$ cat src/hdl/msobj_pkg.sv
// Shared types, codes and entry tables for the metasprite expander.
// No dependencies; every module of the block imports this package.
package msobj_pkg;

	// Frame size codes carried by a draw request.
	typedef enum logic [2:0] {
		FS_8X8   = 3'd0,
		FS_8X16  = 3'd1,
		FS_16X16 = 3'd2,
		FS_24X32 = 3'd3,
		FS_32X32 = 3'd4
	} ms_size_t;

	// Attribute bit positions for the flips.
	localparam int unsigned ATTR_HFLIP = 5;
	localparam int unsigned ATTR_VFLIP = 6;

	// Queue depth between the front and the back part.
	localparam int unsigned QUEUE_DEPTH = 2;
	localparam int unsigned QPTR_W = $clog2(QUEUE_DEPTH);
	localparam int unsigned QCNT_W = $clog2(QUEUE_DEPTH + 1);

	// One classified request as it travels through the queue.
	typedef struct packed {
		ms_size_t    size;
		logic [7:0]  base_tile;
		logic [7:0]  pos_x;
		logic [7:0]  pos_y;
		logic [7:0]  attr;
		logic [2:0]  last_idx;
	} ms_item_t;

	// Offsets of one object entry relative to the request.
	typedef struct packed {
		logic [3:0] tile_off;
		logic [5:0] x_off;
		logic [5:0] y_off;
	} ms_entry_t;

	// Index of the final entry for a known frame size.
	function automatic logic [2:0] ms_last_idx(input ms_size_t size);
		logic [2:0] r;
		case (size)
			FS_8X8, FS_8X16: r = 3'd0;
			FS_16X16:        r = 3'd1;
			FS_24X32:        r = 3'd5;
			FS_32X32:        r = 3'd7;
			default:         r = 3'd0;
		endcase
		return r;
	endfunction

	// Codes above the largest frame size produce no entries.
	function automatic logic ms_size_known(input logic [2:0] code);
		return (code <= 3'(FS_32X32));
	endfunction

	// Tile, x and y offsets of entry idx, with the flips applied.
	function automatic ms_entry_t ms_entry(input ms_size_t size, input logic [2:0] idx,
			input logic hflip, input logic vflip);
		ms_entry_t  e;
		logic [5:0] row0;
		logic [5:0] row1;
		row0 = vflip ? 6'd32 : 6'd16;
		row1 = vflip ? 6'd16 : 6'd32;
		e.tile_off = 4'd0;
		e.x_off    = 6'd8;
		e.y_off    = 6'd16;
		case (size)
			FS_8X8, FS_8X16: begin
				e.tile_off = 4'd0;
				e.x_off    = 6'd8;
				e.y_off    = 6'd16;
			end
			FS_16X16: begin
				e.tile_off = idx[0] ? 4'd2 : 4'd0;
				e.x_off    = (idx[0] ^ hflip) ? 6'd16 : 6'd8;
				e.y_off    = 6'd16;
			end
			FS_24X32: begin
				e.tile_off = {idx, 1'b0};
				case (idx)
					3'd0, 3'd2: e.x_off = hflip ? 6'd24 : 6'd8;
					3'd1, 3'd3: e.x_off = 6'd16;
					default:    e.x_off = hflip ? 6'd8 : 6'd24;
				endcase
				case (idx)
					3'd0, 3'd1, 3'd4: e.y_off = row0;
					default:          e.y_off = row1;
				endcase
			end
			FS_32X32: begin
				case (idx)
					3'd0:    e.tile_off = 4'd2;
					3'd1:    e.tile_off = 4'd6;
					3'd2:    e.tile_off = 4'd8;
					3'd3:    e.tile_off = 4'd12;
					3'd4:    e.tile_off = 4'd0;
					3'd5:    e.tile_off = 4'd4;
					3'd6:    e.tile_off = 4'd10;
					default: e.tile_off = 4'd14;
				endcase
				case (idx[2:1])
					2'd0:    e.x_off = hflip ? 6'd24 : 6'd16;
					2'd1:    e.x_off = hflip ? 6'd16 : 6'd24;
					2'd2:    e.x_off = hflip ? 6'd32 : 6'd8;
					default: e.x_off = hflip ? 6'd8 : 6'd32;
				endcase
				e.y_off = idx[0] ? row1 : row0;
			end
			default: begin
				e.tile_off = 4'd0;
				e.x_off    = 6'd8;
				e.y_off    = 6'd16;
			end
		endcase
		return e;
	endfunction

endpackage

$ cat src/hdl/msobj_front.sv
// Front part: takes draw requests, drops unused size codes, and holds
// one classified request until the queue has room. Uses msobj_pkg.
module msobj_front (
	input  logic               clk,
	input  logic               arst_n,
	input  logic               in_valid,
	output logic               in_stall,
	input  logic [2:0]         frame_size,
	input  logic [7:0]         base_tile,
	input  logic [7:0]         pos_x,
	input  logic [7:0]         pos_y,
	input  logic [7:0]         attr_flags,
	output logic               push,
	output msobj_pkg::ms_item_t push_item,
	input  logic               q_full
);
	import msobj_pkg::*;

	logic     valid_q;
	ms_item_t item_q;
	logic     take;
	logic     known;

	// The held request leaves when the queue accepts it.
	assign push      = valid_q && !q_full;
	assign push_item = item_q;
	assign in_stall  = valid_q && q_full;
	assign take      = in_valid && !in_stall;
	assign known     = ms_size_known(frame_size);

	// Classification register; requests without entries are not kept.
	always_ff @(posedge clk or negedge arst_n) begin
		if (!arst_n) begin
			valid_q <= 1'b0;
		end else if (!in_stall) begin
			valid_q <= take && known;
		end
	end

	// Request payload with its precomputed final entry index.
	always_ff @(posedge clk) begin
		if (take && known) begin
			item_q.size      <= ms_size_t'(frame_size);
			item_q.base_tile <= base_tile;
			item_q.pos_x     <= pos_x;
			item_q.pos_y     <= pos_y;
			item_q.attr      <= attr_flags;
			item_q.last_idx  <= ms_last_idx(ms_size_t'(frame_size));
		end
	end

	// A held request always has a size with entries.
	assert property (@(posedge clk) disable iff (!arst_n)
		valid_q |-> (item_q.size == FS_8X8 || item_q.size == FS_8X16 ||
			item_q.size == FS_16X16 || item_q.size == FS_24X32 ||
			item_q.size == FS_32X32))
		else $error("front holds a request with an unused size code");

	// A blocked request stays in place.
	assert property (@(posedge clk) disable iff (!arst_n)
		(valid_q && q_full) |=> (valid_q && $stable(item_q)))
		else $error("front lost a blocked request");
endmodule

$ cat src/hdl/msobj_queue.sv
// Short request queue between the front and the back part.
// Register based, head readable in the cycle it is valid. Uses msobj_pkg.
module msobj_queue (
	input  logic                clk,
	input  logic                arst_n,
	input  logic                push,
	input  msobj_pkg::ms_item_t push_item,
	output logic                full,
	input  logic                pop,
	output logic                head_valid,
	output msobj_pkg::ms_item_t head_item
);
	import msobj_pkg::*;

	ms_item_t            slot_q [QUEUE_DEPTH];
	logic [QPTR_W-1:0]   wr_ptr_q;
	logic [QPTR_W-1:0]   rd_ptr_q;
	logic [QCNT_W-1:0]   count_q;

	assign full       = (count_q == QCNT_W'(QUEUE_DEPTH));
	assign head_valid = (count_q != '0);
	assign head_item  = slot_q[rd_ptr_q];

	// Pointer and fill count updates.
	always_ff @(posedge clk or negedge arst_n) begin
		if (!arst_n) begin
			wr_ptr_q <= '0;
			rd_ptr_q <= '0;
			count_q  <= '0;
		end else begin
			if (push) begin
				wr_ptr_q <= (wr_ptr_q == QPTR_W'(QUEUE_DEPTH - 1)) ? '0 : wr_ptr_q + 1'b1;
			end
			if (pop) begin
				rd_ptr_q <= (rd_ptr_q == QPTR_W'(QUEUE_DEPTH - 1)) ? '0 : rd_ptr_q + 1'b1;
			end
			if (push && !pop) begin
				count_q <= count_q + 1'b1;
			end else if (pop && !push) begin
				count_q <= count_q - 1'b1;
			end
		end
	end

	// Slot storage.
	always_ff @(posedge clk) begin
		if (push) begin
			slot_q[wr_ptr_q] <= push_item;
		end
	end

	// The fill count never passes the depth.
	assert property (@(posedge clk) disable iff (!arst_n)
		count_q <= QCNT_W'(QUEUE_DEPTH))
		else $error("queue overflow");

	// Nothing is taken from an empty queue.
	assert property (@(posedge clk) disable iff (!arst_n)
		pop |-> head_valid)
		else $error("queue pop while empty");
endmodule

$ cat src/hdl/msobj_back.sv
// Back part: walks the entries of the request at the queue head, one
// entry per cycle while out_stall allows, into the output register. Uses msobj_pkg.
module msobj_back (
	input  logic                clk,
	input  logic                arst_n,
	input  logic                head_valid,
	input  msobj_pkg::ms_item_t head_item,
	output logic                pop,
	output logic                out_valid,
	input  logic                out_stall,
	output logic [7:0]          obj_y,
	output logic [7:0]          obj_x,
	output logic [7:0]          obj_tile,
	output logic [7:0]          obj_attr,
	output logic                last_entry
);
	import msobj_pkg::*;

	logic [2:0] idx_q;
	logic       out_valid_q;
	logic       out_free;
	logic       go;
	logic       is_last;
	ms_entry_t  ent;

	// A new entry enters the output register when it is free or draining.
	assign out_free = !out_valid_q || !out_stall;
	assign go       = head_valid && out_free;
	assign is_last  = (idx_q == head_item.last_idx);
	assign pop      = go && is_last;
	assign ent      = ms_entry(head_item.size, idx_q,
		head_item.attr[ATTR_HFLIP], head_item.attr[ATTR_VFLIP]);
	assign out_valid = out_valid_q;

	// Entry counter and output valid.
	always_ff @(posedge clk or negedge arst_n) begin
		if (!arst_n) begin
			idx_q       <= '0;
			out_valid_q <= 1'b0;
		end else begin
			if (go) begin
				idx_q <= is_last ? 3'd0 : idx_q + 3'd1;
			end
			if (out_free) begin
				out_valid_q <= go;
			end
		end
	end

	// Output payload; all sums wrap at eight bits.
	always_ff @(posedge clk) begin
		if (go) begin
			obj_y      <= head_item.pos_y + {2'b00, ent.y_off};
			obj_x      <= head_item.pos_x + {2'b00, ent.x_off};
			obj_tile   <= head_item.base_tile + {4'b0000, ent.tile_off};
			obj_attr   <= head_item.attr;
			last_entry <= is_last;
		end
	end

	// The entry counter stays within the current request.
	assert property (@(posedge clk) disable iff (!arst_n)
		head_valid |-> (idx_q <= head_item.last_idx))
		else $error("entry index beyond the request");

	// Retiring a request puts its final entry on the output.
	assert property (@(posedge clk) disable iff (!arst_n)
		pop |=> (out_valid && last_entry))
		else $error("request retired without its final entry");

	// The counter restarts after each request.
	assert property (@(posedge clk) disable iff (!arst_n)
		pop |=> (idx_q == 3'd0))
		else $error("entry index not cleared after a request");
endmodule

$ cat src/hdl/metasprite_to_object_entries.sv
// A request passes the front register and the queue before its first entry reaches the output register.
// The walker emits one object entry per cycle while out_stall is low; a request holds it until
// all of its entries (1, 2, 6 or 8) are out, while unused size codes never reach it.
// A two-deep request queue lets the input keep moving while entries drain.
// Reset (arst_n low, asynchronous) empties the front register, queue and output.
// Top level of the metasprite expander; uses msobj_pkg and its three parts.
module metasprite_to_object_entries (
	input  logic       clk,
	input  logic       arst_n,
	input  logic       in_valid,
	output logic       in_stall,
	input  logic [2:0] frame_size,
	input  logic [7:0] base_tile,
	input  logic [7:0] pos_x,
	input  logic [7:0] pos_y,
	input  logic [7:0] attr_flags,
	output logic       out_valid,
	input  logic       out_stall,
	output logic [7:0] obj_y,
	output logic [7:0] obj_x,
	output logic [7:0] obj_tile,
	output logic [7:0] obj_attr,
	output logic       last_entry
);
	import msobj_pkg::*;

	logic     push;
	logic     q_full;
	logic     pop;
	logic     head_valid;
	ms_item_t push_item;
	ms_item_t head_item;

	// Request intake and classification.
	msobj_front u_front (
		.clk        (clk),
		.arst_n     (arst_n),
		.in_valid   (in_valid),
		.in_stall   (in_stall),
		.frame_size (frame_size),
		.base_tile  (base_tile),
		.pos_x      (pos_x),
		.pos_y      (pos_y),
		.attr_flags (attr_flags),
		.push       (push),
		.push_item  (push_item),
		.q_full     (q_full)
	);

	// Decoupling queue.
	msobj_queue u_queue (
		.clk        (clk),
		.arst_n     (arst_n),
		.push       (push),
		.push_item  (push_item),
		.full       (q_full),
		.pop        (pop),
		.head_valid (head_valid),
		.head_item  (head_item)
	);

	// Entry walker and output register.
	msobj_back u_back (
		.clk        (clk),
		.arst_n     (arst_n),
		.head_valid (head_valid),
		.head_item  (head_item),
		.pop        (pop),
		.out_valid  (out_valid),
		.out_stall  (out_stall),
		.obj_y      (obj_y),
		.obj_x      (obj_x),
		.obj_tile   (obj_tile),
		.obj_attr   (obj_attr),
		.last_entry (last_entry)
	);
endmodule

$ cat config.mk
export PLATFORM = sky130hd
export DESIGN_NAME = metasprite_to_object_entries
export DESIGN_NICKNAME = d
export VERILOG_FILES = /design/src/hdl/msobj_pkg.sv /design/src/hdl/msobj_front.sv /design/src/hdl/msobj_queue.sv /design/src/hdl/msobj_back.sv /design/src/hdl/metasprite_to_object_entries.sv
export SDC_FILE = /design/constraint.sdc
export NUM_CORES = 1
export LEC_CHECK = 0
export ABC_AREA = 1
export BUFFER_PORTS_ARGS = -buffer_cell sky130_fd_sc_hd__clkbuf_2
export CAP_MARGIN = 20
export CORE_MARGIN = 4
export CORE_UTILIZATION = 60
export CTS_BUF_LIST = sky130_fd_sc_hd__clkbuf_4
export CTS_CLUSTER_DIAMETER = 120
export CTS_CLUSTER_SIZE = 28
export DETAILED_ROUTE_END_ITERATION = 7
export GPL_TIMING_DRIVEN = 0
export PLACE_DENSITY = 0.82
export SETUP_SLACK_MARGIN = 0.1
export SYNTH_ARGS = -nofsm -noshare
export SYNTH_HDL_FRONTEND = slang
export SYNTH_HIERARCHICAL = 1
export SYNTH_SLANG_ARGS = --single-unit
$ cat constraint.sdc
create_clock -name clk -period 3.1 [get_ports clk]
set_input_delay 0.62 -clock clk [delete_from_list [all_inputs] [get_ports clk]]
set_output_delay 0.62 -clock clk [all_outputs]
set_load 0.005 [all_outputs]
==> results of run 1 <==
cells in the final DEF (no fill, tap or decap), types with 2 or more instances in the layout:
master	instances
sky130_fd_sc_hd__xnor2_1	11
sky130_fd_sc_hd__a21oi_1	6
sky130_fd_sc_hd__mux2_2	28
sky130_fd_sc_hd__dfrtp_1	8
sky130_fd_sc_hd__clkbuf_2	73
sky130_fd_sc_hd__clkinvlp_4	3
sky130_fd_sc_hd__inv_1	42
sky130_fd_sc_hd__nand3_1	15
sky130_fd_sc_hd__nor2_1	9
sky130_fd_sc_hd__o21ai_1	2
sky130_fd_sc_hd__bufinv_16	3
sky130_fd_sc_hd__fa_1	3
sky130_fd_sc_hd__buf_4	8
sky130_fd_sc_hd__o21ai_0	8
sky130_fd_sc_hd__nand2_1	57
sky130_fd_sc_hd__buf_8	2
sky130_fd_sc_hd__inv_2	4
sky130_fd_sc_hd__mux2_4	10
sky130_fd_sc_hd__nand2_2	3
sky130_fd_sc_hd__clkinv_2	4
sky130_fd_sc_hd__edfxtp_1	147
sky130_fd_sc_hd__clkbuf_4	19
sky130_fd_sc_hd__clkinv_1	2
sky130_fd_sc_hd__xor2_1	6
sky130_fd_sc_hd__ha_1	13
worst max-delay path: stages (launching register included):
cell,delay [ns]
sky130_fd_sc_hd__dfrtp_1,0.50
sky130_fd_sc_hd__inv_1,0.17
sky130_fd_sc_hd__ha_1,0.23
sky130_fd_sc_hd__inv_1,0.15
sky130_fd_sc_hd__nand2_1,0.08
sky130_fd_sc_hd__nor2_1,0.14
sky130_fd_sc_hd__o21ai_0,0.11
sky130_fd_sc_hd__o21ai_0,0.13
sky130_fd_sc_hd__ha_2,0.24
sky130_fd_sc_hd__inv_1,0.05
sky130_fd_sc_hd__fa_1,0.41
sky130_fd_sc_hd__o21bai_2,0.19
sky130_fd_sc_hd__nand3_1,0.11
sky130_fd_sc_hd__xnor2_1,0.14
cells by family after synthesis:
| group | after synthesis |
|---|---|
| DFF | 156 |
| AOI/OAI and AO/OA | 19 |
| muxes | 38 |
| xor gates and xnor gates | 17 |
| buffers and inverters | 50 |
| and+or+nand+nor | 88 |
| adders and majority gates | 17 |
metal layers:
layer | part of all wire (%) | wire length [um] | GRT usage (%) | up-vias
li1 | - | - | - | 1567
met1 | 41 | 4122 | 22.26 | 1547
met2 | 50 | 5019 | 30.25 | 99
met3 | 6.0 | 598 | 5.696 | 20
met4 | 2.1 | 208 | 8.014 | 0
met5 | 0 | 0 | 0 | -
how the worst min path moves through the flow:
stage | slack, ns | to | startpoint
5_1_grt | 0.19 | u_front/push_item[18] | pos_y[7]
3_3_place_gp | 0.42 | u_queue/slot_q[0][17] | u_front/push_item[17]
6_report | 0.26 | u_front/push_item[16] | pos_y[5]
3_5_place_dp | 0.43 | u_queue/slot_q[1][17] | u_front/push_item[17]
4_1_cts | 0.22 | u_front/push_item[16] | pos_y[5]
2_1_floorplan | 0.32 | u_back/idx_q[0] | arst_n
power by group:
group / total [mW] / switching (mW) / internal, mW / leakage, nW
combinational: 2.28 / 1.27 / 1.01 / 1.23
clock: 1.22 / 0.656 / 0.568 / 0.154
sequential: 3.25 / 0.197 / 3.05 / 1.49
layout make-up:
class / count / share of cell area, %
Buffer: 4 / 0.6831
Clock buffer: 19 / 1.997
Clock inverter: 13 / 2.084
Inverter: 46 / 2.417
Multi-Input combinational cell: 179 / 18.86
Sequential cell: 156 / 64.97
Tap cell: 133 / 2.330
Timing Repair Buffer: 83 / 6.656
metrics by stage:
step                hold slack, ns  setup WS [ns]
CTS                         0.2199         0.1239
global placement            0.4222        -0.7463
global route                0.1870        0.05666
finish                      0.2611         0.2139
floorplan                   0.3244         0.2837
detailed placement          0.4307         0.1105
flip-flops by register name, summed over array words and instances, names as in the netlist:
register and count:
u_back/last_entry 1, u_queue/count_q 2, u_front/push_item 38, u_back/idx_q 3, u_queue/slot_q 76, u_front/valid_q 1
u_back/obj_attr 8, u_back/obj_tile 8, u_queue/rd_ptr_q 1, u_queue/wr_ptr_q 1, u_back/out_valid 1, u_back/obj_x 8
u_back/obj_y 8
repair_timing:
action,4_1_cts,5_1_grt
buffers inserted,0,7
pin swaps,0,1
resized for setup,1,6
hold endpoints to repair,9,0
setup endpoints to repair,1,3
hold buffers,1,0
==> flow_results.xml, run 1 <==
<?xml version="1.0" encoding="UTF-8"?>
<metrics>
  <group name="finish">
    <metric name="fin_util" unit="%">72.08</metric>
    <metric name="final-seq-area" unit="mm^2">0.004641</metric>
    <metric name="nFillCells" unit="">647</metric>
    <metric name="synthToLayoutAreaGrowth" unit="%">15.45</metric>
    <metric name="antenna_cells_inserted" unit="">0</metric>
    <metric name="final_nets" unit="">543</metric>
    <metric name="post_route_cells_drive_above_1_share" unit="%">33.80</metric>
    <metric name="finish.cell_count_without_fillers" unit="">633</metric>
    <metric name="postLayoutCellArea" unit="mm^2">0.007143</metric>
    <metric name="multi_input_comb_area" unit="mm^2">0.001348</metric>
  </group>
  <group name="critical_path">
    <metric name="timing.reg2reg.worst_path_depth" unit="">13</metric>
    <metric name="crit_path_end_kind" unit="">flop</metric>
    <metric name="timing.reg2reg.setup_slack" unit="ns">0.21</metric>
    <metric name="critical_path.reg2reg.endpoint" unit="">u_back/obj_tile[7]</metric>
    <metric name="worstSetupEndpoint" unit="">u_back/obj_tile[7]</metric>
    <metric name="timing.critical_path.from" unit="">u_back/idx_q[1]</metric>
    <metric name="startpoint_type" unit="">flop</metric>
    <metric name="reg2reg_start" unit="">u_back/idx_q[1]</metric>
    <metric name="required_time_of_the_critical_path" unit="ns">3.38</metric>
    <metric name="cp.arrival" unit="ns">3.17</metric>
    <metric name="timing.critical_path.fanout_max" unit="">6</metric>
    <metric name="critPathKind" unit="">flop to flop</metric>
  </group>
  <group name="yosys">
    <metric name="yosys_cell_types" unit="">26</metric>
    <metric name="post_synth.cell_area_avg" unit="um^2">16.07</metric>
    <metric name="yosysTopAreaCell" unit="">sky130_fd_sc_hd__edfxtp_1</metric>
    <metric name="synth_seq_cells" unit="">156</metric>
    <metric name="postSynth.topFlopCell" unit="">sky130_fd_sc_hd__edfxtp_1</metric>
    <metric name="xor_and_xnor_fraction_of_the_mapped_netlist_area" unit="%">2.406</metric>
    <metric name="ys.warnings.count" unit="">6</metric>
    <metric name="netlist_area" unit="mm^2">0.006187</metric>
    <metric name="synthDominantCellAreaShare" unit="%">71.34</metric>
    <metric name="synth.yosys.seq_area_share" unit="%">74.98</metric>
    <metric name="async_reset_ff_share" unit="%">5.769</metric>
    <metric name="synth_top_family_by_area" unit="">multiplexers</metric>
    <metric name="syn_nets" unit="">441</metric>
    <metric name="synthTopCellsByCount" unit="">147 x sky130_fd_sc_hd__edfxtp_1, 57 x sky130_fd_sc_hd__nand2_1, 45 x sky130_fd_sc_hd__inv_1</metric>
    <metric name="synth_edf_count" unit="">147</metric>
    <metric name="synthMostInstantiatedCell" unit="">sky130_fd_sc_hd__edfxtp_1</metric>
    <metric name="synth.mux.area_fraction" unit="%">7.523</metric>
    <metric name="postSynthCellCount" unit="">385</metric>
    <metric name="synth_compound_gate_area_share" unit="%">1.860</metric>
    <metric name="synth_simple_gate_area_share" unit="%">5.966</metric>
    <metric name="post_synth_fa_ha_maj_area_fraction" unit="%">3.802</metric>
    <metric name="synthTopCellsByArea" unit="">sky130_fd_sc_hd__edfxtp_1 71%, sky130_fd_sc_hd__mux2_2 5.1%, sky130_fd_sc_hd__dfrtp_1 3.6%</metric>
  </group>
  <group name="sta">
    <metric name="final-max-slew-violation-count" unit="">0</metric>
    <metric name="finalHoldViolations" unit="">0</metric>
    <metric name="tightest_slew" unit="ns">0.9330</metric>
    <metric name="unrepaired_setup_endpoints_after_global_routing" unit="">no</metric>
    <metric name="fmaxAchievable" unit="GHz">0.3465</metric>
    <metric name="fin_setup_tns" unit="ns">0</metric>
    <metric name="worst_clock_skew" unit="ns">0.01408</metric>
    <metric name="portion_of_the_clock_cycle_consumed_by_the_worst_path_in_the_final_layout" unit="%">93.10</metric>
    <metric name="final.min_clock_period" unit="ns">2.886</metric>
    <metric name="report.final.setup_viol" unit="">0</metric>
    <metric name="relSlewSlack" unit="%">37.73</metric>
  </group>
  <group name="global_routing">
    <metric name="via_count_of_the_first_global_routing_pass" unit="">3276</metric>
    <metric name="overflow" unit="">0</metric>
    <metric name="initial_antenna_violation_count" unit="">0</metric>
    <metric name="grt_start_max_net_pins" unit="">39</metric>
    <metric name="grt_util_all_layers" unit="%">18.30</metric>
    <metric name="wire_length_of_the_first_global_routing_pass" unit="mm">16.01</metric>
  </group>
  <group name="detailed_routing">
    <metric name="firstDrtPassIters" unit="">4</metric>
    <metric name="post_drt_via_cell_ratio" unit="">5.107</metric>
    <metric name="drtAntennaViolNets" unit="">0</metric>
    <metric name="route.detailed.drc" unit="">0</metric>
    <metric name="dr_total_vias" unit="">3233</metric>
    <metric name="route.detailed.wl_per_inst" unit="um">15.72</metric>
    <metric name="dr.first_iter.drc_count" unit="">133</metric>
    <metric name="totalWireLength" unit="mm">9.948</metric>
  </group>
  <group name="floorplan">
    <metric name="number_of_rows_created_at_floorplan" unit="">36</metric>
    <metric name="floorplan.initialDensity" unit="%">62.44</metric>
    <metric name="chipWidth" unit="um">109.5</metric>
    <metric name="ios" unit="">74</metric>
    <metric name="dieHeight" unit="um">109.5</metric>
    <metric name="core-area" unit="mm^2">0.009910</metric>
    <metric name="dieArea" unit="mm^2">0.01200</metric>
  </group>
  <group name="hold_path">
    <metric name="worstHoldPathCells" unit="">1</metric>
    <metric name="hold_path.class" unit="">input port to flop</metric>
  </group>
  <group name="placement">
    <metric name="placed_area" unit="mm^2">0.006774</metric>
    <metric name="weighted_congestion_at_the_end_of_routability_driven_global_placement" unit="">0.9142</metric>
    <metric name="post_dp_hpwl" unit="mm">6.375</metric>
    <metric name="numPlacedInstances" unit="">593</metric>
    <metric name="numPortBuffers" unit="">73</metric>
  </group>
  <group name="clocking">
    <metric name="cts.htree.levels" unit="">4</metric>
    <metric name="cts_tree" unit="">done</metric>
    <metric name="clockBufferDepth" unit="">2</metric>
    <metric name="clock_buffers_created_by_tritoncts" unit="">17</metric>
    <metric name="insertion_delay" unit="ns">0.53</metric>
    <metric name="clkSlewWorstSetupHoldPaths" unit="ns">0.12</metric>
    <metric name="ctsRootBufferMaster" unit="">sky130_fd_sc_hd__clkbuf_4</metric>
    <metric name="cts.sinks" unit="">156</metric>
  </group>
  <group name="pwr">
    <metric name="power_leakage" unit="nW">2.874</metric>
    <metric name="power_per_cell_area" unit="mW/mm^2">946.0</metric>
    <metric name="irDropWorstVdd" unit="V">0.0004812</metric>
    <metric name="p_total" unit="mW">6.758</metric>
  </group>
  <group name="outcome">
    <metric name="status" unit="">finished, final reports clean</metric>
  </group>
  <group name="job">
    <metric name="maxCapViolCount" unit="">0</metric>
  </group>
</metrics>
No activity file was read; power rests on OpenSTA's default activity.
==> run 2: changes to the inputs <==
--- a/config.mk
+++ b/config.mk
@@ -16,8 +16,10 @@
 export DETAILED_ROUTE_END_ITERATION = 7
 export GPL_TIMING_DRIVEN = 0
 export PLACE_DENSITY = 0.82
-export SETUP_SLACK_MARGIN = 0.1
+export SETUP_SLACK_MARGIN = 0.4
+export SKIP_CTS_REPAIR_TIMING = 1
 export SYNTH_ARGS = -nofsm -noshare
 export SYNTH_HDL_FRONTEND = slang
 export SYNTH_HIERARCHICAL = 1
 export SYNTH_SLANG_ARGS = --single-unit
+export TNS_END_PERCENT = 5
==> run 2 against run 1 <==
Fmax up 6.4%. Routed wire length up 6.3%. Cell count is 1.3% higher. Clock skew grew 0.0011 ns. Global-route usage hardly changed. Clock power is 11% higher. Largest power group unchanged. Largest cell class unchanged.
==> flow_results.xml, run 2 (synthesis results as in run 1) <==
<?xml version="1.0" encoding="UTF-8"?>
<metrics>
  <group name="sta">
    <metric name="holdWs" unit="ns">0.2731</metric>
    <metric name="relSlewSlack" unit="%">39.30</metric>
    <metric name="finalHoldViolations" unit="">0</metric>
    <metric name="fin_setup_tns" unit="ns">0</metric>
    <metric name="final.min_clock_period" unit="ns">2.713</metric>
    <metric name="report.final.setup_viol" unit="">0</metric>
    <metric name="fmaxAchievable" unit="GHz">0.3686</metric>
    <metric name="unrepaired_setup_endpoints_after_global_routing" unit="">yes</metric>
    <metric name="final-max-slew-violation-count" unit="">0</metric>
    <metric name="tightest_slew" unit="ns">0.9092</metric>
    <metric name="worst_clock_skew" unit="ns">0.01520</metric>
    <metric name="portion_of_the_clock_cycle_consumed_by_the_worst_path_in_the_final_layout" unit="%">87.52</metric>
  </group>
  <group name="hold_path">
    <metric name="hold_path.class" unit="">input port to flop</metric>
    <metric name="worstHoldPathCells" unit="">1</metric>
    <metric name="min_delay_worst_endpoint" unit="">u_front/push_item[12]</metric>
    <metric name="hold_path_startpoint" unit="">pos_y[1]</metric>
  </group>
  <group name="clocking">
    <metric name="clock_buffers_created_by_tritoncts" unit="">17</metric>
    <metric name="insertion_delay" unit="ns">0.51</metric>
    <metric name="clockBufferDepth" unit="">2</metric>
    <metric name="ctsRootBufferMaster" unit="">sky130_fd_sc_hd__clkbuf_4</metric>
    <metric name="cts.htree.levels" unit="">4</metric>
    <metric name="cts_tree" unit="">done</metric>
    <metric name="clkSlewWorstSetupHoldPaths" unit="ns">0.13</metric>
    <metric name="cts.sinks" unit="">156</metric>
  </group>
  <group name="critical_path">
    <metric name="critical_path.reg2reg.endpoint" unit="">u_back/obj_tile[7]</metric>
    <metric name="cp.arrival" unit="ns">2.99</metric>
    <metric name="critical_path.max_stage_delay" unit="ns">0.48</metric>
    <metric name="worstPathBufferInverterCount" unit="">2</metric>
    <metric name="crit_slowest_cell" unit="">sky130_fd_sc_hd__dfrtp_2</metric>
    <metric name="startpoint_type" unit="">flop</metric>
    <metric name="timing.reg2reg.setup_slack" unit="ns">0.39</metric>
    <metric name="timing.reg2reg.worst_path_depth" unit="">13</metric>
    <metric name="critPathKind" unit="">flop to flop</metric>
    <metric name="worst_path_dominant_cell_family" unit="">adder cells</metric>
    <metric name="crit_path_end_kind" unit="">flop</metric>
    <metric name="required_time_of_the_critical_path" unit="ns">3.37</metric>
    <metric name="reg2reg_start" unit="">u_back/idx_q[1]</metric>
    <metric name="critical_path.cell_chain" unit="">ha_1 &gt; ha_1 &gt; inv_1 &gt; nand2_1 &gt; nor2_2 &gt; o21ai_0 &gt; o21ai_1 &gt; ha_2 &gt; inv_1 &gt; fa_2 &gt; o21bai_4 &gt; nand3_2 &gt; xnor2_1</metric>
    <metric name="timing.critical_path.fanout_max" unit="">6</metric>
  </group>
  <group name="finish">
    <metric name="fin_util" unit="%">74.05</metric>
    <metric name="final_nets" unit="">551</metric>
    <metric name="synthToLayoutAreaGrowth" unit="%">18.60</metric>
    <metric name="nFillCells" unit="">646</metric>
    <metric name="reg_with_most_ffs" unit="">u_queue/slot_q</metric>
    <metric name="antenna_cells_inserted" unit="">0</metric>
    <metric name="layout.cells.most_common_list" unit="">147 x sky130_fd_sc_hd__edfxtp_1, 73 x sky130_fd_sc_hd__clkbuf_2, 52 x sky130_fd_sc_hd__nand2_1</metric>
    <metric name="post_route_cells_drive_above_1_share" unit="%">38.58</metric>
    <metric name="number_of_flip_flops_in_the_largest_register" unit="">76</metric>
    <metric name="finish.cell_count_without_fillers" unit="">641</metric>
    <metric name="layout_commonest_cell" unit="">sky130_fd_sc_hd__edfxtp_1</metric>
  </group>
  <group name="floorplan">
    <metric name="chipWidth" unit="um">109.5</metric>
    <metric name="ios" unit="">74</metric>
    <metric name="core-area" unit="mm^2">0.009910</metric>
    <metric name="dieHeight" unit="um">109.5</metric>
    <metric name="dieArea" unit="mm^2">0.01200</metric>
    <metric name="number_of_rows_created_at_floorplan" unit="">36</metric>
    <metric name="floorplan.initialDensity" unit="%">62.44</metric>
  </group>
  <group name="detailed_routing">
    <metric name="route.detailed.wl_per_inst" unit="um">16.50</metric>
    <metric name="dr_total_vias" unit="">3318</metric>
    <metric name="firstDrtPassIters" unit="">6</metric>
    <metric name="post_drt_via_cell_ratio" unit="">5.176</metric>
    <metric name="dr.first_iter.drc_count" unit="">159</metric>
    <metric name="drtAntennaViolNets" unit="">0</metric>
    <metric name="totalWireLength" unit="mm">10.58</metric>
    <metric name="route.detailed.drc" unit="">0</metric>
  </group>
  <group name="pwr">
    <metric name="power_leakage" unit="nW">2.966</metric>
    <metric name="power_per_cell_area" unit="mW/mm^2">971.9</metric>
    <metric name="irDropWorstVdd" unit="V">0.0004315</metric>
  </group>
  <group name="placement">
    <metric name="numPlacedInstances" unit="">593</metric>
    <metric name="post_dp_hpwl" unit="mm">6.762</metric>
    <metric name="numPortBuffers" unit="">73</metric>
    <metric name="weighted_congestion_at_the_end_of_routability_driven_global_placement" unit="">0.9096</metric>
  </group>
  <group name="global_routing">
    <metric name="grt_util_all_layers" unit="%">18.29</metric>
    <metric name="wire_length_of_the_first_global_routing_pass" unit="mm">15.85</metric>
    <metric name="grt_start_max_net_pins" unit="">39</metric>
    <metric name="initial_antenna_violation_count" unit="">0</metric>
    <metric name="via_count_of_the_first_global_routing_pass" unit="">3296</metric>
    <metric name="overflow" unit="">0</metric>
  </group>
  <group name="outcome">
    <metric name="status" unit="">finished, final reports clean</metric>
  </group>
  <group name="job">
    <metric name="maxCapViolCount" unit="">0</metric>
  </group>
</metrics>
[run 2: changes by cell type in the layout (fill, tap and decap cells not counted), moves of 3 or more]
cell,delta
sky130_fd_sc_hd__nand2_2,+4
sky130_fd_sc_hd__nor2_1,-3
sky130_fd_sc_hd__buf_6,+3
sky130_fd_sc_hd__buf_4,+5
sky130_fd_sc_hd__mux2_2,-3
sky130_fd_sc_hd__nand2_1,-5
sky130_fd_sc_hd__clkinv_2,-3
sky130_fd_sc_hd__mux2_4,+3
[run 2: per-stage QoR]
step | cell area (um^2) | total power, mW | worst slack, ns
after CTS | 7104 | 6.886 | -0.03773
after floorplan | 6190 | 4.746 | 0.5228
final | 7338 | 7.132 | 0.3868
after global placement | 6721 | 5.332 | 0.1639
after global routing | 7338 | 7.584 | 0.3423
after detailed placement | 6774 | 5.542 | -0.006507
[run 2: how the worst max path moves through the flow]
stage,to,start,depth (start not counted),slack [ns]
CTS,u_back/obj_tile[7],u_queue/rd_ptr_q,13,-0.04
global placement,u_back/obj_tile[7],u_queue/rd_ptr_q,13,0.16
finish,u_back/obj_tile[7],u_back/idx_q[1],13,0.39
global route,u_back/obj_x[7],u_queue/rd_ptr_q,15,0.34
floorplan,u_back/obj_tile[7],u_queue/rd_ptr_q,13,0.52
detailed placement,u_back/obj_tile[7],u_queue/rd_ptr_q,13,-0.007
[run 2: area by class of cell]
| type | count | area, um^2 | area share [%] |
|---|---|---|---|
| repair buffers | 91 | 543.0 | 7.400 |
| multi-input cells | 179 | 1425 | 19.42 |
| clock inverters | 13 | 187.7 | 2.558 |
| inverters | 46 | 172.7 | 2.353 |
| clock buffers | 19 | 142.6 | 1.944 |
| well taps | 133 | 166.4 | 2.268 |
| plain buffers | 4 | 57.56 | 0.7843 |
| flip-flops and latches | 156 | 4643 | 63.27 |
[run 2: power breakdown]
part           switching, mW  internal (mW)  total (mW)
registers              0.199           3.06        3.26
logic                   1.39           1.14        2.53
clock network          0.683          0.665        1.35
[run 2: routing by layer]
layer  track usage [%]  routed length, um  up-vias
li1                  -                  -     1584
met4             7.925                220        0
met3             5.461                656       21
met1             21.48               4113     1616
met2             31.30               5585       97
met5                 0                  0        -
==> run 3: changes to the inputs <==
--- a/config.mk
+++ b/config.mk
@@ -8,6 +8,7 @@
 export ABC_AREA = 1
 export BUFFER_PORTS_ARGS = -buffer_cell sky130_fd_sc_hd__clkbuf_2
 export CAP_MARGIN = 20
+export CORE_ASPECT_RATIO = 0.6
 export CORE_MARGIN = 4
 export CORE_UTILIZATION = 60
 export CTS_BUF_LIST = sky130_fd_sc_hd__clkbuf_4
==> run 3 against run 2 <==
Sequential cell count did not move. Routed wire length fell by 3.3%. Non-clock buffer count fell by 4. Count of clock-buffer cells in the layout fell by 1. Core utilization fell by 1.7 points. Sequential power barely moved. Highest routed layer unchanged.
==> flow_results.xml, run 3 (synthesis results as in run 1) <==
<?xml version="1.0" encoding="UTF-8"?>
<metrics>
  <group name="outcome">
    <metric name="status" unit="">finished, final reports clean</metric>
  </group>
  <group name="detailed_routing">
    <metric name="firstDrtPassIters" unit="">5</metric>
    <metric name="dr.first_iter.drc_count" unit="">155</metric>
    <metric name="totalWireLength" unit="mm">10.22</metric>
    <metric name="dr_total_vias" unit="">3248</metric>
    <metric name="route.detailed.drc" unit="">0</metric>
    <metric name="drtAntennaViolNets" unit="">0</metric>
    <metric name="post_drt_via_cell_ratio" unit="">5.083</metric>
    <metric name="route.detailed.wl_per_inst" unit="um">16.00</metric>
  </group>
  <group name="sta">
    <metric name="final-max-slew-violation-count" unit="">0</metric>
    <metric name="final.min_clock_period" unit="ns">2.646</metric>
    <metric name="report.final.setup_viol" unit="">0</metric>
    <metric name="relSlewSlack" unit="%">38.30</metric>
    <metric name="unrepaired_setup_endpoints_after_global_routing" unit="">yes</metric>
    <metric name="worst_clock_skew" unit="ns">0.01347</metric>
    <metric name="portion_of_the_clock_cycle_consumed_by_the_worst_path_in_the_final_layout" unit="%">85.36</metric>
    <metric name="holdWs" unit="ns">0.2725</metric>
    <metric name="finalWorstSetupSlack" unit="ns">0.4538</metric>
    <metric name="tightest_slew" unit="ns">0.9241</metric>
    <metric name="finalHoldViolations" unit="">0</metric>
    <metric name="fin_setup_tns" unit="ns">0</metric>
    <metric name="fmaxAchievable" unit="GHz">0.3779</metric>
  </group>
  <group name="global_routing">
    <metric name="overflow" unit="">0</metric>
    <metric name="initial_antenna_violation_count" unit="">0</metric>
    <metric name="most_congested_layer_reported_by_global_routing" unit="">met2</metric>
    <metric name="grtUsageMet2" unit="%">30.25</metric>
    <metric name="via_count_of_the_first_global_routing_pass" unit="">3347</metric>
    <metric name="wire_length_of_the_first_global_routing_pass" unit="mm">16.35</metric>
    <metric name="grt.met3_usage" unit="%">5.017</metric>
    <metric name="grt_util_all_layers" unit="%">17.84</metric>
    <metric name="grt_util_met1" unit="%">22.71</metric>
    <metric name="grt_start_max_net_pins" unit="">39</metric>
  </group>
  <group name="critical_path">
    <metric name="timing.reg2reg.worst_path_depth" unit="">13</metric>
    <metric name="reg2reg_start" unit="">u_queue/rd_ptr_q</metric>
    <metric name="timing.critical_path.from" unit="">u_queue/rd_ptr_q</metric>
    <metric name="critical_path.reg2reg.endpoint" unit="">u_back/obj_tile[7]</metric>
    <metric name="crit_path_end_kind" unit="">flop</metric>
    <metric name="timing.critical_path.fanout_max" unit="">6</metric>
    <metric name="required_time_of_the_critical_path" unit="ns">3.37</metric>
    <metric name="critPathMostFrequentCell" unit="">sky130_fd_sc_hd__o21ai_1</metric>
    <metric name="critical_path.cell_chain" unit="">buf_6 &gt; mux2_4 &gt; nor2_4 &gt; nand2_2 &gt; inv_4 &gt; o21ai_1 &gt; o21ai_1 &gt; ha_2 &gt; inv_2 &gt; fa_2 &gt; o21bai_4 &gt; nand3_2 &gt; xnor2_2</metric>
    <metric name="cp.arrival" unit="ns">2.92</metric>
    <metric name="startpoint_type" unit="">flop</metric>
    <metric name="critical_path.max_stage_delay" unit="ns">0.44</metric>
    <metric name="timing.reg2reg.setup_slack" unit="ns">0.45</metric>
    <metric name="critPathKind" unit="">flop to flop</metric>
    <metric name="crit_slowest_cell" unit="">sky130_fd_sc_hd__dfrtp_1</metric>
  </group>
  <group name="finish">
    <metric name="antenna_cells_inserted" unit="">0</metric>
    <metric name="reg_with_most_ffs" unit="">u_queue/slot_q</metric>
    <metric name="layout_commonest_cell" unit="">sky130_fd_sc_hd__edfxtp_1</metric>
    <metric name="multi_input_comb_area" unit="mm^2">0.001410</metric>
    <metric name="layout.cells.most_common_list" unit="">147 x sky130_fd_sc_hd__edfxtp_1, 73 x sky130_fd_sc_hd__clkbuf_2, 54 x sky130_fd_sc_hd__nand2_1</metric>
    <metric name="postLayoutCellArea" unit="mm^2">0.007202</metric>
    <metric name="nFillCells" unit="">638</metric>
    <metric name="number_of_flip_flops_in_the_largest_register" unit="">76</metric>
    <metric name="final-seq-area" unit="mm^2">0.004642</metric>
    <metric name="final_nets" unit="">547</metric>
    <metric name="post_route_cells_drive_above_1_share" unit="%">37.70</metric>
    <metric name="synthToLayoutAreaGrowth" unit="%">16.40</metric>
  </group>
  <group name="floorplan">
    <metric name="ios" unit="">74</metric>
    <metric name="floorplan.initialDensity" unit="%">62.19</metric>
    <metric name="number_of_rows_created_at_floorplan" unit="">28</metric>
    <metric name="chipWidth" unit="um">139.1</metric>
    <metric name="core-area" unit="mm^2">0.009950</metric>
    <metric name="dieArea" unit="mm^2">0.01205</metric>
    <metric name="dieHeight" unit="um">86.66</metric>
  </group>
  <group name="placement">
    <metric name="placed_area" unit="mm^2">0.006749</metric>
    <metric name="weighted_congestion_at_the_end_of_routability_driven_global_placement" unit="">0.8245</metric>
    <metric name="placement.setup.worst_slack" unit="ns">0.2303</metric>
    <metric name="numPortBuffers" unit="">73</metric>
    <metric name="post_dp_hpwl" unit="mm">6.696</metric>
  </group>
  <group name="clocking">
    <metric name="clockBufferDepth" unit="">2</metric>
    <metric name="ctsRootBufferMaster" unit="">sky130_fd_sc_hd__clkbuf_4</metric>
    <metric name="cts.sinks" unit="">156</metric>
    <metric name="clock_buffers_created_by_tritoncts" unit="">17</metric>
    <metric name="clkSlewWorstSetupHoldPaths" unit="ns">0.14</metric>
    <metric name="cts_tree" unit="">done</metric>
    <metric name="cts.htree.levels" unit="">4</metric>
    <metric name="insertion_delay" unit="ns">0.51</metric>
  </group>
  <group name="job">
    <metric name="maxCapViolCount" unit="">0</metric>
  </group>
  <group name="hold_path">
    <metric name="worstHoldPathCells" unit="">1</metric>
    <metric name="hold_path_startpoint" unit="">attr_flags[1]</metric>
    <metric name="min_delay_worst_endpoint" unit="">u_front/push_item[4]</metric>
    <metric name="hold_path.class" unit="">input port to flop</metric>
  </group>
  <group name="pwr">
    <metric name="power_leakage" unit="nW">2.884</metric>
    <metric name="power_frac_seq" unit="%">47.8</metric>
    <metric name="clockPowerShare" unit="%">16.8</metric>
    <metric name="power.switching_fraction" unit="%">33.41</metric>
    <metric name="power_per_cell_area" unit="mW/mm^2">942.5</metric>
    <metric name="irDropWorstVdd" unit="V">0.0005382</metric>
    <metric name="switching_pwr" unit="mW">2.267</metric>
    <metric name="p_comb_share" unit="%">35.4</metric>
    <metric name="intPower" unit="mW">4.520</metric>
  </group>
</metrics>
## run 3: cell types whose count changed in the layout (fill, tap and decap cells not counted), moves of 2 or more
cell / delta
sky130_fd_sc_hd__inv_8: +2
sky130_fd_sc_hd__bufinv_16: -3
sky130_fd_sc_hd__nand2_1: +2
sky130_fd_sc_hd__mux2_2: +2
sky130_fd_sc_hd__mux2_4: -2
sky130_fd_sc_hd__o21ai_1: +2
sky130_fd_sc_hd__o21ai_0: -2
## run 3: worst max path at each step
stage	slack [ns]	cells past startpoint	to
after floorplan	0.52	13	u_back/obj_tile[7]
after global placement	0.23	5	u_queue/slot_q[0][19]
after detailed placement	0.23	13	u_back/obj_tile[7]
after CTS	0.22	13	u_back/obj_tile[7]
after global routing	0.35	14	u_queue/count_q[1]
final	0.45	13	u_back/obj_tile[7]
## run 3: metrics by stage
step           cells  total power, mW  util [%]
6_report         639            6.788     72.38
5_1_grt          639            7.254     72.38
4_1_cts          626            6.615     70.56
3_5_place_dp     594            5.480     67.83
3_3_place_gp     593            5.344     67.58
2_1_floorplan    385            4.746         -
## run 3: worst max-delay path: cells and delay by family, from the launching register on
kind                     cells  cell delay, ns
AO/OA/AOI/OAI                3            0.30
XOR/XNOR                     1            0.15
adder cells (fa/ha/maj)      2            0.60
buffers and inverters        3            0.27
flip-flops                   1            0.44
multiplexers                 1            0.32
AND/OR/NAND/NOR              3            0.32
## run 3: power groups by stage
stage               sequential [mW]  combinational, mW  clock [mW]
floorplan                      3.29               1.46           0
global placement               3.29               2.06           0
detailed placement             3.31               2.17           0
CTS                            3.26               2.18        1.17
global route                   3.30               2.68        1.28
finish                         3.25               2.40        1.14
## run 3: area by class of cell
cell class                 instances  area share [%]
buffer                             4          0.6776
timing repair buffer              87           6.741
clock buffer                      18           1.876
sequential                       156           64.45
tap                              135           2.345
inverter                          46           2.432
multi-input combinational        179           19.58
clock inverter                    14           1.894
## run 3: layer usage
metal | routed length (um) | vias to the layer above
li1 | - | 1579
met1 | 4432 | 1575
met2 | 5198 | 83
met3 | 531 | 11
met4 | 61 | 0
met5 | 0 | -
